<file path="config.mk">
export PLATFORM = sky130hd
export DESIGN_NAME = bitmap_first_free_allocator_top_flat
export DESIGN_NICKNAME = d
export VERILOG_FILES = /design/src/rtl/core/bfa_pkg.sv /design/src/rtl/core/bfa_ifs.sv /design/src/rtl/core/bitmap_first_free_allocator_top.sv /design/src/flat_wrapper.sv
export SDC_FILE = /design/constraint.sdc
export NUM_CORES = 1
export LEC_CHECK = 0
export ABC_CLOCK_PERIOD_IN_PS = 4850
export BUFFER_PORTS_ARGS = -buffer_cell sky130_fd_sc_hd__buf_2
export CAP_MARGIN = 10
export CORE_MARGIN = 8
export CORE_UTILIZATION = 57
export CTS_CLUSTER_SIZE = 40
export DETAILED_ROUTE_END_ITERATION = 8
export GPL_TIMING_DRIVEN = 0
export HOLD_SLACK_MARGIN = 0.03
export PLACE_DENSITY = 0.76
export REMOVE_ABC_BUFFERS = 1
export SYNTH_ARGS = -nofsm -noshare
export SYNTH_HDL_FRONTEND = slang
export SYNTH_SLANG_ARGS = --single-unit
</file>
<file path="constraint.sdc">
create_clock -name clk -period 4.85 [get_ports clk]
set_input_delay 0.7275 -clock clk [delete_from_list [all_inputs] [get_ports clk]]
set_output_delay 0.7275 -clock clk [all_outputs]
set_load 0.005 [all_outputs]
</file>
<file path="src/rtl/core/bfa_pkg.sv">
// Package for the first-fit bitmap allocator: map geometry, operation and
// status codes, controller state type.
// No dependencies.
package bfa_pkg;

	// map geometry
	localparam int ENTRIES   = 1024;
	localparam int WORD_BITS = 32;
	localparam int MAP_WORDS = (ENTRIES + WORD_BITS - 1) / WORD_BITS;
	localparam int WORD_AW   = $clog2(MAP_WORDS);
	localparam int BIT_AW    = $clog2(WORD_BITS);

	// field widths
	localparam int IDX_W = 10;
	localparam int CNT_W = 11;

	// largest usable limit: capacity, bounded by the index span
	localparam int INDEX_SPAN = 1 << IDX_W;
	localparam int LIMIT_CAP  = (ENTRIES < INDEX_SPAN) ? ENTRIES : INDEX_SPAN;

	// operation codes
	typedef enum logic [1:0] {
		OP_ALLOC   = 2'd0,
		OP_RELEASE = 2'd1,
		OP_TEST    = 2'd2,
		OP_MARK    = 2'd3
	} op_t;

	// result status codes
	typedef enum logic [1:0] {
		ST_OK    = 2'd0,
		ST_FULL  = 2'd1,
		ST_RANGE = 2'd2
	} status_t;

	// controller states
	typedef enum logic [1:0] {
		S_IDLE,
		S_SCAN,
		S_RMW,
		S_HOLD
	} state_t;

endpackage

</file>
<file path="src/rtl/core/bfa_ifs.sv">
// Channel interfaces of the bitmap allocator: request, response and
// configuration write. Depends on bfa_pkg.
interface bfa_req_if import bfa_pkg::*; ();
	logic             valid;
	logic             ready;
	op_t              operation;
	logic [IDX_W-1:0] entry_index;

	modport source (output valid, operation, entry_index, input ready);
	modport sink   (input valid, operation, entry_index, output ready);
endinterface

interface bfa_rsp_if import bfa_pkg::*; ();
	logic             valid;
	logic             ready;
	status_t          status;
	logic [IDX_W-1:0] result_index;
	logic             was_used;
	logic [CNT_W-1:0] used_count;

	modport source (output valid, status, result_index, was_used, used_count, input ready);
	modport sink   (input valid, status, result_index, was_used, used_count, output ready);
endinterface

interface bfa_cfg_if import bfa_pkg::*; ();
	logic             valid;
	logic             ready;
	logic [CNT_W-1:0] data;

	modport source (output valid, data, input ready);
	modport sink   (input valid, data, output ready);
endinterface

</file>
<file path="src/rtl/core/bitmap_first_free_allocator_top.sv">
// First-fit bitmap allocator: usage map in a word-wide synchronous memory,
// scan and read-modify-write controller, used-entry count.
// Depends on bfa_pkg and the interfaces in bfa_ifs.
//
// One item is in work at a time. The usage map sits in a memory of 32 words
// of 32 bits, read one word per cycle through a registered read port. An
// allocate scans the words in order up to the first one with a free usable
// entry, at most ceil(limit / 32) words; release, test and mark read the
// indexed word, and release and mark write it back when they change the bit;
// an out-of-range index or an allocate with a limit of zero needs no memory
// access. The next item is accepted in the cycle after the result enters the
// output register; a result that waits in the output register holds the
// following result back until it is taken. The output register lets the
// next item be accepted while a result still waits. The map is clear straight
// out of reset (per-word valid flags, no clearing pass). The limit register
// may be written whenever the block is idle and holds 1024 after reset.
module bitmap_first_free_allocator_top
	import bfa_pkg::*;
(
	input  logic       clk,
	input  logic       arst_n,
	bfa_cfg_if.sink    cfg,
	bfa_req_if.sink    req,
	bfa_rsp_if.source  rsp
);

	// usage map memory and per-word valid flags
	logic [WORD_BITS-1:0] map_mem [MAP_WORDS];
	logic [MAP_WORDS-1:0] word_vld_q;
	logic [WORD_BITS-1:0] rd_data_q;
	logic                 rd_vld_q;

	// controller state and latched item
	state_t           state_q, state_nxt;
	op_t              op_q;
	logic [IDX_W-1:0] idx_q;
	logic [CNT_W-1:0] limit_q;
	logic [WORD_AW-1:0] ptr_q;
	logic [CNT_W-1:0] count_q;
	logic [CNT_W-1:0] usable_q;

	// pending result
	status_t          pend_status_q;
	logic [IDX_W-1:0] pend_idx_q;
	logic             pend_was_q;
	logic [CNT_W-1:0] pend_count_q;

	// output register
	logic             ovld_q;
	status_t          out_status_q;
	logic [IDX_W-1:0] out_idx_q;
	logic             out_was_q;
	logic [CNT_W-1:0] out_count_q;

	// datapath
	logic [CNT_W-1:0]     limit_now;
	logic                 req_fire;
	logic                 slot_free;
	logic [WORD_AW-1:0]   rd_addr;
	logic [WORD_BITS-1:0] rd_word;
	logic [WORD_BITS-1:0] lim_mask;
	logic [WORD_BITS-1:0] free_bits;
	logic                 any_free;
	logic [BIT_AW-1:0]    ff_bit;
	logic                 last_word;
	logic [WORD_BITS-1:0] bit_sel;
	logic                 cur_bit;
	logic                 wr_en;
	logic [WORD_AW-1:0]   wr_addr;
	logic [WORD_BITS-1:0] flip_mask;
	logic                 cnt_inc;
	logic                 cnt_dec;
	logic [CNT_W-1:0]     count_nxt;

	// handshakes
	assign cfg.ready  = 1'b1;
	assign req.ready  = (state_q == S_IDLE);
	assign req_fire   = req.valid && (state_q == S_IDLE);
	assign slot_free  = !ovld_q || rsp.ready;
	assign limit_now  = (usable_q > CNT_W'(LIMIT_CAP)) ? CNT_W'(LIMIT_CAP) : usable_q;

	// limit register
	always_ff @(posedge clk or negedge arst_n) begin
		if (!arst_n) begin
			usable_q <= CNT_W'(LIMIT_CAP);
		end else if (cfg.valid) begin
			usable_q <= cfg.data;
		end
	end

	// read address: first word or indexed word on accept, next word while scanning
	always_comb begin
		if (state_q == S_SCAN) begin
			rd_addr = ptr_q + WORD_AW'(1);
		end else if (req.operation == OP_ALLOC) begin
			rd_addr = '0;
		end else begin
			rd_addr = req.entry_index[BIT_AW +: WORD_AW];
		end
	end

	// memory read and write
	always_ff @(posedge clk) begin
		rd_data_q <= map_mem[rd_addr];
		if (wr_en) begin
			map_mem[wr_addr] <= rd_word ^ flip_mask;
		end
	end

	// word valid flags: an unwritten word reads as clear
	always_ff @(posedge clk or negedge arst_n) begin
		if (!arst_n) begin
			word_vld_q <= '0;
			rd_vld_q   <= 1'b0;
		end else begin
			rd_vld_q <= word_vld_q[rd_addr];
			if (wr_en) begin
				word_vld_q[wr_addr] <= 1'b1;
			end
		end
	end

	assign rd_word = rd_vld_q ? rd_data_q : '0;

	// usable bits of the scanned word and first free bit
	always_comb begin
		for (int b = 0; b < WORD_BITS; b++) begin
			lim_mask[b] = CNT_W'({ptr_q, BIT_AW'(b)}) < limit_q;
		end
		free_bits = ~rd_word & lim_mask;
		any_free  = |free_bits;
		ff_bit    = '0;
		for (int i = WORD_BITS - 1; i >= 0; i--) begin
			if (free_bits[i]) begin
				ff_bit = BIT_AW'(i);
			end
		end
	end

	assign last_word = limit_q <= (CNT_W'({ptr_q, BIT_AW'(0)}) + CNT_W'(WORD_BITS));

	// indexed bit of the read word
	assign bit_sel = WORD_BITS'(1) << idx_q[BIT_AW-1:0];
	assign cur_bit = |(rd_word & bit_sel);

	// write-back and count update
	always_comb begin
		wr_en     = 1'b0;
		wr_addr   = idx_q[BIT_AW +: WORD_AW];
		flip_mask = bit_sel;
		cnt_inc   = 1'b0;
		cnt_dec   = 1'b0;
		if (state_q == S_SCAN) begin
			wr_addr   = ptr_q;
			flip_mask = WORD_BITS'(1) << ff_bit;
			wr_en     = any_free;
			cnt_inc   = any_free;
		end else if (state_q == S_RMW) begin
			if (op_q == OP_RELEASE && cur_bit) begin
				wr_en   = 1'b1;
				cnt_dec = count_q != '0;
			end else if (op_q == OP_MARK && !cur_bit) begin
				wr_en   = 1'b1;
				cnt_inc = 1'b1;
			end
		end
	end

	always_comb begin
		count_nxt = count_q;
		if (cnt_inc) begin
			count_nxt = count_q + CNT_W'(1);
		end else if (cnt_dec) begin
			count_nxt = count_q - CNT_W'(1);
		end
	end

	// next state
	always_comb begin
		state_nxt = state_q;
		unique case (state_q)
			S_IDLE: begin
				if (req_fire) begin
					if (req.operation == OP_ALLOC) begin
						state_nxt = (limit_now == '0) ? S_HOLD : S_SCAN;
					end else if (CNT_W'(req.entry_index) >= limit_now) begin
						state_nxt = S_HOLD;
					end else begin
						state_nxt = S_RMW;
					end
				end
			end
			S_SCAN: begin
				if (any_free || last_word) begin
					state_nxt = S_HOLD;
				end
			end
			S_RMW: begin
				state_nxt = S_HOLD;
			end
			S_HOLD: begin
				if (slot_free) begin
					state_nxt = S_IDLE;
				end
			end
			default: begin
				state_nxt = S_IDLE;
			end
		endcase
	end

	// control registers
	always_ff @(posedge clk or negedge arst_n) begin
		if (!arst_n) begin
			state_q <= S_IDLE;
			count_q <= '0;
			ptr_q   <= '0;
		end else begin
			state_q <= state_nxt;
			count_q <= count_nxt;
			if (req_fire) begin
				ptr_q <= '0;
			end else if (state_q == S_SCAN) begin
				ptr_q <= ptr_q + WORD_AW'(1);
			end
		end
	end

	// latched item and pending result
	always_ff @(posedge clk) begin
		if (req_fire) begin
			op_q       <= req.operation;
			idx_q      <= req.entry_index;
			limit_q    <= limit_now;
			pend_idx_q <= (req.operation == OP_ALLOC) ? '0 : req.entry_index;
			pend_was_q <= 1'b0;
			pend_count_q <= count_q;
			pend_status_q <= (req.operation == OP_ALLOC) ? ST_FULL : ST_RANGE;
		end else if (state_q == S_SCAN) begin
			pend_count_q <= count_nxt;
			if (any_free) begin
				pend_status_q <= ST_OK;
				pend_idx_q    <= {ptr_q, ff_bit};
			end
		end else if (state_q == S_RMW) begin
			pend_status_q <= ST_OK;
			pend_was_q    <= cur_bit;
			pend_count_q  <= count_nxt;
		end
	end

	// output register
	always_ff @(posedge clk or negedge arst_n) begin
		if (!arst_n) begin
			ovld_q <= 1'b0;
		end else if (state_q == S_HOLD && slot_free) begin
			ovld_q <= 1'b1;
		end else if (rsp.ready) begin
			ovld_q <= 1'b0;
		end
	end

	always_ff @(posedge clk) begin
		if (state_q == S_HOLD && slot_free) begin
			out_status_q <= pend_status_q;
			out_idx_q    <= pend_idx_q;
			out_was_q    <= pend_was_q;
			out_count_q  <= pend_count_q;
		end
	end

	assign rsp.valid        = ovld_q;
	assign rsp.status       = out_status_q;
	assign rsp.result_index = out_idx_q;
	assign rsp.was_used     = out_was_q;
	assign rsp.used_count   = out_count_q;

endmodule

</file>
<file path="src/flat_wrapper.sv">
// flat-port wrapper written by rule: the top's interface ports become plain ports
module bitmap_first_free_allocator_top_flat import bfa_pkg::*;
  (clk, arst_n, cfg_valid, cfg_data, cfg_ready, req_valid, req_operation, req_entry_index, req_ready, rsp_valid, rsp_status, rsp_result_index, rsp_was_used, rsp_used_count, rsp_ready);
  bfa_cfg_if cfg_i ();
  bfa_req_if req_i ();
  bfa_rsp_if rsp_i ();
  input  logic clk;
  input  logic arst_n;
  input wire logic [$bits(cfg_i.valid)-1:0] cfg_valid;
  input wire logic [$bits(cfg_i.data)-1:0] cfg_data;
  output wire logic [$bits(cfg_i.ready)-1:0] cfg_ready;
  input wire logic [$bits(req_i.valid)-1:0] req_valid;
  input wire logic [$bits(req_i.operation)-1:0] req_operation;
  input wire logic [$bits(req_i.entry_index)-1:0] req_entry_index;
  output wire logic [$bits(req_i.ready)-1:0] req_ready;
  output wire logic [$bits(rsp_i.valid)-1:0] rsp_valid;
  output wire logic [$bits(rsp_i.status)-1:0] rsp_status;
  output wire logic [$bits(rsp_i.result_index)-1:0] rsp_result_index;
  output wire logic [$bits(rsp_i.was_used)-1:0] rsp_was_used;
  output wire logic [$bits(rsp_i.used_count)-1:0] rsp_used_count;
  input wire logic [$bits(rsp_i.ready)-1:0] rsp_ready;
  assign cfg_i.valid = cfg_valid;
  assign cfg_i.data = cfg_data;
  assign cfg_ready = cfg_i.ready;
  assign req_i.valid = req_valid;
  assign req_i.operation = req_operation;
  assign req_i.entry_index = req_entry_index;
  assign req_ready = req_i.ready;
  assign rsp_valid = rsp_i.valid;
  assign rsp_status = rsp_i.status;
  assign rsp_result_index = rsp_i.result_index;
  assign rsp_was_used = rsp_i.was_used;
  assign rsp_used_count = rsp_i.used_count;
  assign rsp_i.ready = rsp_ready;
  bitmap_first_free_allocator_top u_core (.clk(clk), .arst_n(arst_n), .cfg(cfg_i), .req(req_i), .rsp(rsp_i));
endmodule
</file>
# Word-level counts from Yosys, hierarchy flattened
# Memory sizes are Yosys's and may differ from the RTL's. A register that Yosys moved wholly into a read port is not among the register bits.
# Index checks and enable logic that the tools add are counted.
# totals
register_bits,134
memories,1
inputBits,28
out_inout_bits,27
mem_bits_rw,1024
# classes
order_cmp,38
bitwise,6
mux,79
reduce_logical,23
shifts,2
n_eq_ne,9
add_sub_neg,4
# mem_list
name,words,word_bits,rd,rd_ports_with_merged_regs,write_ports,line_no,rtl
u_core.map_mem,32,32,1,1,1,bitmap_first_free_allocator_top.sv:28,logic [WORD_BITS-1:0] map_mem [MAP_WORDS];
# op_table
op,count
10-bit by 11-bit less-than comparator with 1-bit output,32
5-bit 2-to-1 mux,37
11-bit 2-to-1 mux,6
32-bit AND,2
32-bit 2-to-1 mux,2
32-bit OR reduction,2
1-bit by 5-bit left shift with 32-bit output (first input constant),2
10-bit 2-to-1 mux,4
32-bit inverter,1
32-bit OR,1
32-bit XOR,1
2-bit 2-to-1 mux,10
1-bit 2-to-1 mux,17
5-bit by 6-bit less-than comparator with 1-bit output (second input constant),2
10-bit by 6-bit adder with 11-bit output (second input constant),1
11-bit by 1-bit adder with 11-bit output (second input constant),1
10-bit by 11-bit >= comparator with 1-bit output,1
11-bit greater-than comparator (second input constant),1
11-bit less-or-equal comparator,1
11-bit logical NOT,1
11-bit nonzero test,1
11-bit by 1-bit subtractor with 11-bit output (second input constant),1
2-bit case mux with 4 select lines,1
2-bit == test (second input constant),3
17 further kinds,30

# Depth between registers and ports, before layout
# Gate-level depths: netlist (run 1).
# depth
word_depth,38
ltp_mapped,15

# Worst setup path after synthesis (run 1)
# Ideal clock, no wire load.
# synth_timing
kind,register to register
start,register u_core.ptr_q[0]
end,memory u_core.map_mem[1][0] (enable)
t_arrival_ns,4.363
setup_slack_ns,0.066
path_stages_with_launch,16
period_less_slack_ns,4.784
setup_time_ns,0.421
cell_sequence,dfrtp_1 -> clkbuf_1 -> inv_1 -> ha_1 -> nor2b_1 -> clkbuf_2 -> and3_4 -> a22o_1 -> a41o_2 -> and3_1 -> buf_2 -> a21boi_4 -> a21o_2 -> nand2_2 -> buf_2 -> nor2_1
# synth_between
elab_chain_cells,6
word_cells_on_any_way,38
cone_classes,order compare: 32; mux: 4; bitwise: 1; reduce/logical: 1
# synth_rtl
element,line_no,rtl
"start, declared",bitmap_first_free_allocator_top.sv:38,logic [WORD_AW-1:0] ptr_q;
"start signal, assigned",bitmap_first_free_allocator_top.sv:224,ptr_q <= ptr_q + WORD_AW'(1);
10-bit by 11-bit less-than comparator with 1-bit output,bitmap_first_free_allocator_top.sv:128,"lim_mask[b] = CNT_W'({ptr_q, BIT_AW'(b)}) < limit_q;"
32-bit AND,bitmap_first_free_allocator_top.sv:130,free_bits = ~rd_word & lim_mask;
32-bit OR reduction,bitmap_first_free_allocator_top.sv:131,any_free = |free_bits;
1-bit 2-to-1 mux,bitmap_first_free_allocator_top.sv:153,if (state_q == S_SCAN) begin
1-bit 2-to-1 mux,bitmap_first_free_allocator_top.sv:105,if (wr_en) begin
1-bit 2-to-1 mux (implied by the code),bitmap_first_free_allocator_top.sv:106,map_mem[wr_addr] <= rd_word ^ flip_mask;
"end, declared",bitmap_first_free_allocator_top.sv:28,
# Several ways; a longest one is shown, not always the timed one.

# Worst setup path in the final report (run 1)
# layout_timing
start,register u_core.ptr_q[3]
end,memory u_core.map_mem[17][3] (data pin)
# layout_between
elab_chain_cells,37
word_cells_on_any_way,68
cone_classes,order compare: 32; shift: 1; mux: 33; bitwise: 2
# layout_rtl
element,line_no,rtl
10-bit by 11-bit less-than comparator with 1-bit output,bitmap_first_free_allocator_top.sv:128,
32-bit AND *,bitmap_first_free_allocator_top.sv:130,
5-bit 2-to-1 mux (31 in series),bitmap_first_free_allocator_top.sv:134,if (free_bits[i]) begin
5-bit 2-to-1 mux *,bitmap_first_free_allocator_top.sv:134,
1-bit by 5-bit left shift with 32-bit output *,bitmap_first_free_allocator_top.sv:155,flip_mask = WORD_BITS'(1) << ff_bit;
32-bit 2-to-1 mux *,bitmap_first_free_allocator_top.sv:153,
32-bit XOR *,bitmap_first_free_allocator_top.sv:106,
# Mark *: on every way between the ends. The rest lies on a longest branch, timed or not.

==> results of run 1 <==
## cell families (layout without fill, tap and decap cells)
group	Yosys count	in the layout
DFF	1190	1190
buffers and inverters	205	469
and+or+nand+nor	769	769
xor gates and xnor gates	58	61
adders and majority gates	31	31
muxes	290	290
AOI/OAI and AO/OA	372	372
other	1	1
## critical path, stage by stage, from the launching register on
cell      delay [ps]
dfrtp_1          550
ha_1             470
nand4b_4         320
o41ai_1          640
a222oi_1         200
o211ai_1         470
o311ai_1         210
o31a_4           490
and3_1           220
a21oi_1          360
xor2_4           440
buf_8            230
## final cells by class
class                      instances  area (um2)  share of cell area (%)
sequential                      1190       35100                    60.7
multi-input combinational       1524       14000                    24.3
timing repair buffer             222        3460                    5.98
clock buffer                     163        3160                    5.46
tap                             1155        1450                    2.50
clock inverter                    52         497                   0.859
inverter                          32         120                   0.208
## sequential cells by signal, summed over array words and instances, names as in the netlist, 5 cells and up
| signal | cells |
|---|---|
| u_core.map_mem | 1024 |
| u_core.rd_data_q | 32 |
| u_core.word_vld_q | 32 |
| u_core.count_q | 11 |
| u_core.limit_q | 11 |
| u_core.pend_count_q | 11 |
| u_core.rsp.used_count | 11 |
| u_core.usable_q | 11 |
| u_core.idx_q | 10 |
| u_core.pend_idx_q | 10 |
| u_core.rsp.result_index | 10 |
| u_core.ptr_q | 5 |
## stage by stage
step	total power (uW)	TNS, ps	cells	cell area [um2]
after detailed placement	25400	-688970	4064	53100
final	34400	0	4338	57800
after floorplan	20700	-604270	2743	48500
after CTS	34300	-752	4312	57400
after global placement	22600	-6468480	3951	50200
after global routing	35700	-3430	4338	57800
## synthesized netlist by cell type, types with 6 or more instances
library cell,number,area share (%)
a211oi_1,8,0.12
a21o_1,10,0.15
a21oi_1,34,0.35
a22oi_1,11,0.17
a31oi_1,15,0.19
and2_1,10,0.13
and3_1,17,0.22
buf_1,10,0.076
buf_2,44,0.45
buf_6,7,0.16
clkbuf_1,106,0.81
dfrtp_1,62,3.1
dfxtp_1,33,1.3
edfxtp_1,1094,67
ha_1,30,0.76
inv_1,32,0.24
mux2_2,16,0.37
mux2i_1,7,0.14
mux4_2,265,12
nand2_1,244,1.9
nand2b_1,23,0.29
nand3_1,95,0.97
nand3b_1,6,0.091
nand4_1,15,0.19
nand4b_1,8,0.14
nor2_1,278,2.1
nor2b_1,16,0.20
nor3_1,13,0.13
nor4_1,9,0.11
o211ai_1,41,0.62
o21ai_0,98,1.0
o21bai_1,35,0.53
o22ai_1,23,0.29
o31ai_1,6,0.091
or2_2,6,0.076
xnor2_1,25,0.44
xor2_1,33,0.59
## timing repair
| item | in CTS | in global routing |
|---|---|---|
| setup endpoints to repair | 1915 | 1246 |
| buffers inserted | 31 | 25 |
| hold endpoints to repair | 0 | 0 |
| gates cloned | 2 | 1 |
| pin swaps | 27 | 14 |
| gates resized for setup | 15 | 10 |
## worst paths after layout
check / start / end / slack [ps] / depth (start not counted)
min: arst_n / u_core.ptr_q[1] / 170 / 1
max: u_core.ptr_q[3] / u_core.map_mem[17][3] / 70 / 11
max reg2reg: u_core.ptr_q[3] / u_core.map_mem[17][3] / 70 / 11
min reg2reg: u_core.pend_count_q[3] / u_core.rsp.used_count[3] / 420 / 0
min in group clk: req_operation[0] / u_core.op_q[0] / 260 / 1
max in group asynchronous: arst_n / u_core.rd_vld_q / 4040 / 1
## layer usage
layer	GRT usage (%)	share of wire (%)	vias to the layer above
li1	-	-	11837
met1	37.5	37	15032
met2	44.7	48	1911
met3	4.86	9.9	375
met4	14.2	5.4	4
met5	0	0.018	-
## report_power, final
group | internal, uW | switching (uW) | leakage (uW)
combinational | 4610 | 6660 | 0.00640
sequential | 13700 | 812 | 0.0111
clock | 4870 | 3790 | 0.00179
total | 23100 | 11300 | 0.0193
==> results.yml, run 1 <==
outcome:
  status: "complete, no violations"
sta:
  fmax_mhz: 209
  setup_viol: 0
  post-route-period-util_pct: 98.6
  fin_ws_ps: 69.3
  holdWs_ps: 165
  finalMaxSlewViolations: 0
  hold_violations: 0
  maxSlewHeadroom_pct: 16.6
  fin_crit_ps: 4780
  rsz0062_at_grt: "true"
  skew_ps: 44.2
  worst_pin_slew_ps: 1250
placement:
  portBuffers: 53
  dp.final_hpwl_um: 83000
  routabilityCongestion: 0.926
  pre_cts_ws_ps: -864
route:
  first_iter_violations: 4130
  postRouteAntennaNets: 0
  firstDrtPassIters: 6
  vias: 29159
  routed_wl_um: 136000
  drc: 0
  via_per_inst: 6.72
  wl_per_cell_um: 31.3
synth:
  synthSimpleGateAreaFrac_pct: 7.10
  synth-compound-area-share_pct: 5.35
  synth.avg_cell_area_um2: 16.9
  yosys.area_share.xor_xnor_pct: 1.03
  ys_ff_latch: 1190
  synth_cell_type_count: 99
  syn_area_um2: 49300
  synth_edf_count: 1094
  yosysWarnings: 0
  yosys.area_share.adder_pct: 0.782
  synth_top_family_by_area: "multiplexers"
  synth-async-reset-ratio_pct: 5.29
  ys.flop_type: "edfxtp_1"
  synthMuxAreaShare_pct: 12.7
  yosysSeqAreaShare_pct: 71.2
  synth_cells: 2916
critical_path:
  cp_max_fo: 20
  critical_path_required_ps: 5380
  cp.arrival_ps: 5310
  end_kind: "flip-flop"
  cp-start-kind: "flip-flop"
  crit_type: "flip-flop to flip-flop"
layout:
  layout_common_cells: "edfxtp_1, mux4_2, nor2_1"
  final_common_cell: "edfxtp_1"
  areaGrowthSynthToFinish_pct: 17.3
  diodes: 0
  utilization_pct: 67.0
  nFillCells: 5375
  drive_above_1_share_pct: 24.9
  nets: 3141
global_route:
  overflow: 0
  grt_usage_pct: 28.0
  grt_first_pass_wirelength_um: 196000
  grt_pass1_vias: 29386
  grt_start_max_net_pins: 84
  antenna_found_initial: 3
pwr:
  p_per_area_nw_per_um2: 595
  ir_worst_vdd_mv: 0.381
  power.leakage_uw: 0.0193
cts:
  worstSkewPairLatency_ps: 700
  root_buffer: "clkbuf_16"
  cts_hold_buf: 0
  cts-buffers-inserted: 113
  clk_pin_slew_ps: 60
  cts_htree_levels: 3
  cts_tree: "yes"
  cts_num_sinks: 1190
  clk_path_buf_depth: 3
die:
  core_um2: 86200
  die_area_um2: 96100
  rows: 108
  fp.dieH_um: 310
  start_util_pct: 57.1
  ios: 55
  die_w_um: 310
worst_hold_path:
  hold_class: "input pin to asynchronous set/reset pin"
job:
  max-cap-violations: 0
No activity file was read; power rests on OpenSTA's default activity.
==> run 2: changes to the inputs <==
Settings changed: CORE_UTILIZATION 57 to 59, CTS_BUF_LIST set to sky130_fd_sc_hd__clkbuf_8, PLACE_DENSITY 0.76 to 0.78.
==> run 2 against run 1 <==
First-iteration DRC count fell by 9.4%. Combinational power barely moved. Power fell by 3.5%. Utilization rose by 1.9 points. Largest cell class unchanged. Highest routed layer is now met4. Critical path type unchanged.
==> results.yml, run 2 (synthesized netlist as in run 1, its figures left out) <==
route:
  routed-wl-met3_um: 12900
  wl_met2_um: 63100
  via_per_inst: 6.68
  wl_met1_um: 49600
  wl_per_cell_um: 30.1
  first_iter_violations: 3741
  highest_layer: "met4"
  postRouteAntennaNets: 0
  drc: 0
  firstDrtPassIters: 8
  vias: 29244
  routed_wl_um: 132000
layout:
  top_regs: "u_core.map_mem: 1024 flops, u_core.rd_data_q: 32 flops, u_core.word_vld_q: 32 flops"
  areaGrowthSynthToFinish_pct: 16.3
  multi_input_area_um2: 14100
  nFillCells: 4914
  finalNonFillerCells: 4376
  drive_above_1_share_pct: 26.1
  regArea_um2: 35100
  utilization_pct: 68.9
  largest_register_ff_count: 1024
  final_common_cell: "edfxtp_1"
  finalInstanceArea_um2: 57300
  nets: 3213
  layout_common_cells: "edfxtp_1, mux4_2, nor2_1"
  regMostFlops: "u_core.map_mem"
pwr:
  p_sw_share_pct: 33.6
  power.leakage_uw: 0.0194
  p_switching_uw: 11200
  p_clk_share_pct: 22.7
  internal-power_uw: 22000
  p_per_area_nw_per_um2: 580
  seq_power_share_pct: 43.7
  finalPower_uw: 33200
  ir_worst_vdd_mv: 0.381
  power_frac_comb_pct: 33.7
job:
  max-cap-violations: 0
cts:
  cts_num_sinks: 1190
  clk_pin_slew_ps: 60
  root_buffer: "clkbuf_8"
  cts-buffers-inserted: 178
  cts_htree_levels: 4
  clk_path_buf_depth: 3
  cts_tree: "yes"
  worstSkewPairLatency_ps: 870
die:
  core_um2: 83200
  rows: 106
  start_util_pct: 59.2
  die_area_um2: 93000
  fp.dieH_um: 305
  die_w_um: 305
  ios: 55
worst_hold_path:
  hold_class: "input pin to flip-flop"
critical_path:
  end_kind: "flip-flop"
  cp_max_fo: 16
  worst-path-buf-inv: 2
  crit_type: "flip-flop to flip-flop"
  path_cells: "ha_1 -> a211oi_2 -> o32a_1 -> o21ai_2 -> a31oi_1 -> nor3_2 -> a21boi_4 -> a21o_2 -> nand2_2 -> nor2_4 -> buf_16 -> buf_16"
  max_stage_delay_ps: 520
  critical_path_required_ps: 5400
  cp.arrival_ps: 5270
  cp_top_family: "compound AO/OA/AOI/OAI gates"
  slowest_stage: "dfrtp_1"
  cp-start-kind: "flip-flop"
  path_common_cell: "buf_16"
sta:
  maxSlewHeadroom_pct: 19.6
  fmax_mhz: 212
  hold_violations: 0
  finalMaxSlewViolations: 0
  post-route-period-util_pct: 97.3
  skew_ps: 48.0
  worst_pin_slew_ps: 1200
  fin_crit_ps: 4720
  setup_viol: 0
global_route:
  grt_pass1_vias: 29351
  grt_usage_pct: 28.0
  overflow: 0
  grt_first_pass_wirelength_um: 192000
  antenna_found_initial: 3
  grt_start_max_net_pins: 87
placement:
  routabilityCongestion: 0.908
  place_inst: 3991
  portBuffers: 53
  dp.final_hpwl_um: 84300
  placed_area_um2: 53000
outcome:
  status: "complete, no violations"
-- run 2: metrics by stage --
step	setup WS [ps]	hold slack [ps]	setup TNS, ps
finish	129	104	0
global route	-40.2	63.9	-391
detailed placement	-638	405	-616440
global placement	-34770	408	-6773760
floorplan	-18820	400	-604270
CTS	-23.7	31.4	-76.1
-- run 2: path summary, 6_finish.rpt --
path                                              start                    end  slack [ps]  cells past startpoint
worst max-delay path                    u_core.ptr_q[3]  u_core.map_mem[30][7]         130                     12
worst min-delay path                        cfg_data[9]     u_core.usable_q[9]         100                      2
worst max register to register          u_core.ptr_q[3]  u_core.map_mem[30][7]         130                     12
worst min register to register  u_core.pend_status_q[0]   u_core.rsp.status[0]         420                      0
max in group asynchronous                        arst_n        u_core.rd_vld_q        3650                      2
min in group asynchronous                        arst_n      u_core.state_q[0]         540                      2
-- run 2: what timing repair did --
item | CTS | global route
hold endpoints to repair | 71 | 0
gates resized for setup | 21 | 15
endpoints found under the setup margin | 1926 | 1022
gates cloned | 1 | 0
hold buffers | 10 | 0
pin swaps | 25 | 10
buffers inserted | 31 | 21
-- run 2: cell type report --
class	count	area share, %
Antenna cell	2	0.00873
Clock buffer	188	4.52
Clock inverter	131	1.16
Inverter	32	0.210
Multi-Input combinational cell	1522	24.6
Sequential cell	1190	61.2
Tap cell	1080	2.36
Timing Repair Buffer	231	5.94
-- run 2: layer usage --
layer / global-route usage (%) / up-vias
li1: - / 11997
met1: 37.9 / 15055
met2: 44.7 / 1850
met3: 5.33 / 342
met4: 12.5 / 0
met5: 0 / -
-- run 2: power by group through the flow --
stage,registers (uW),logic [uW],clock network [uW]
after detailed placement,14700,10800,0
after CTS,14400,11000,7640
after global routing,14500,12000,8060
final,14500,11200,7530
after global placement,14800,7790,0
after floorplan,14400,6340,0
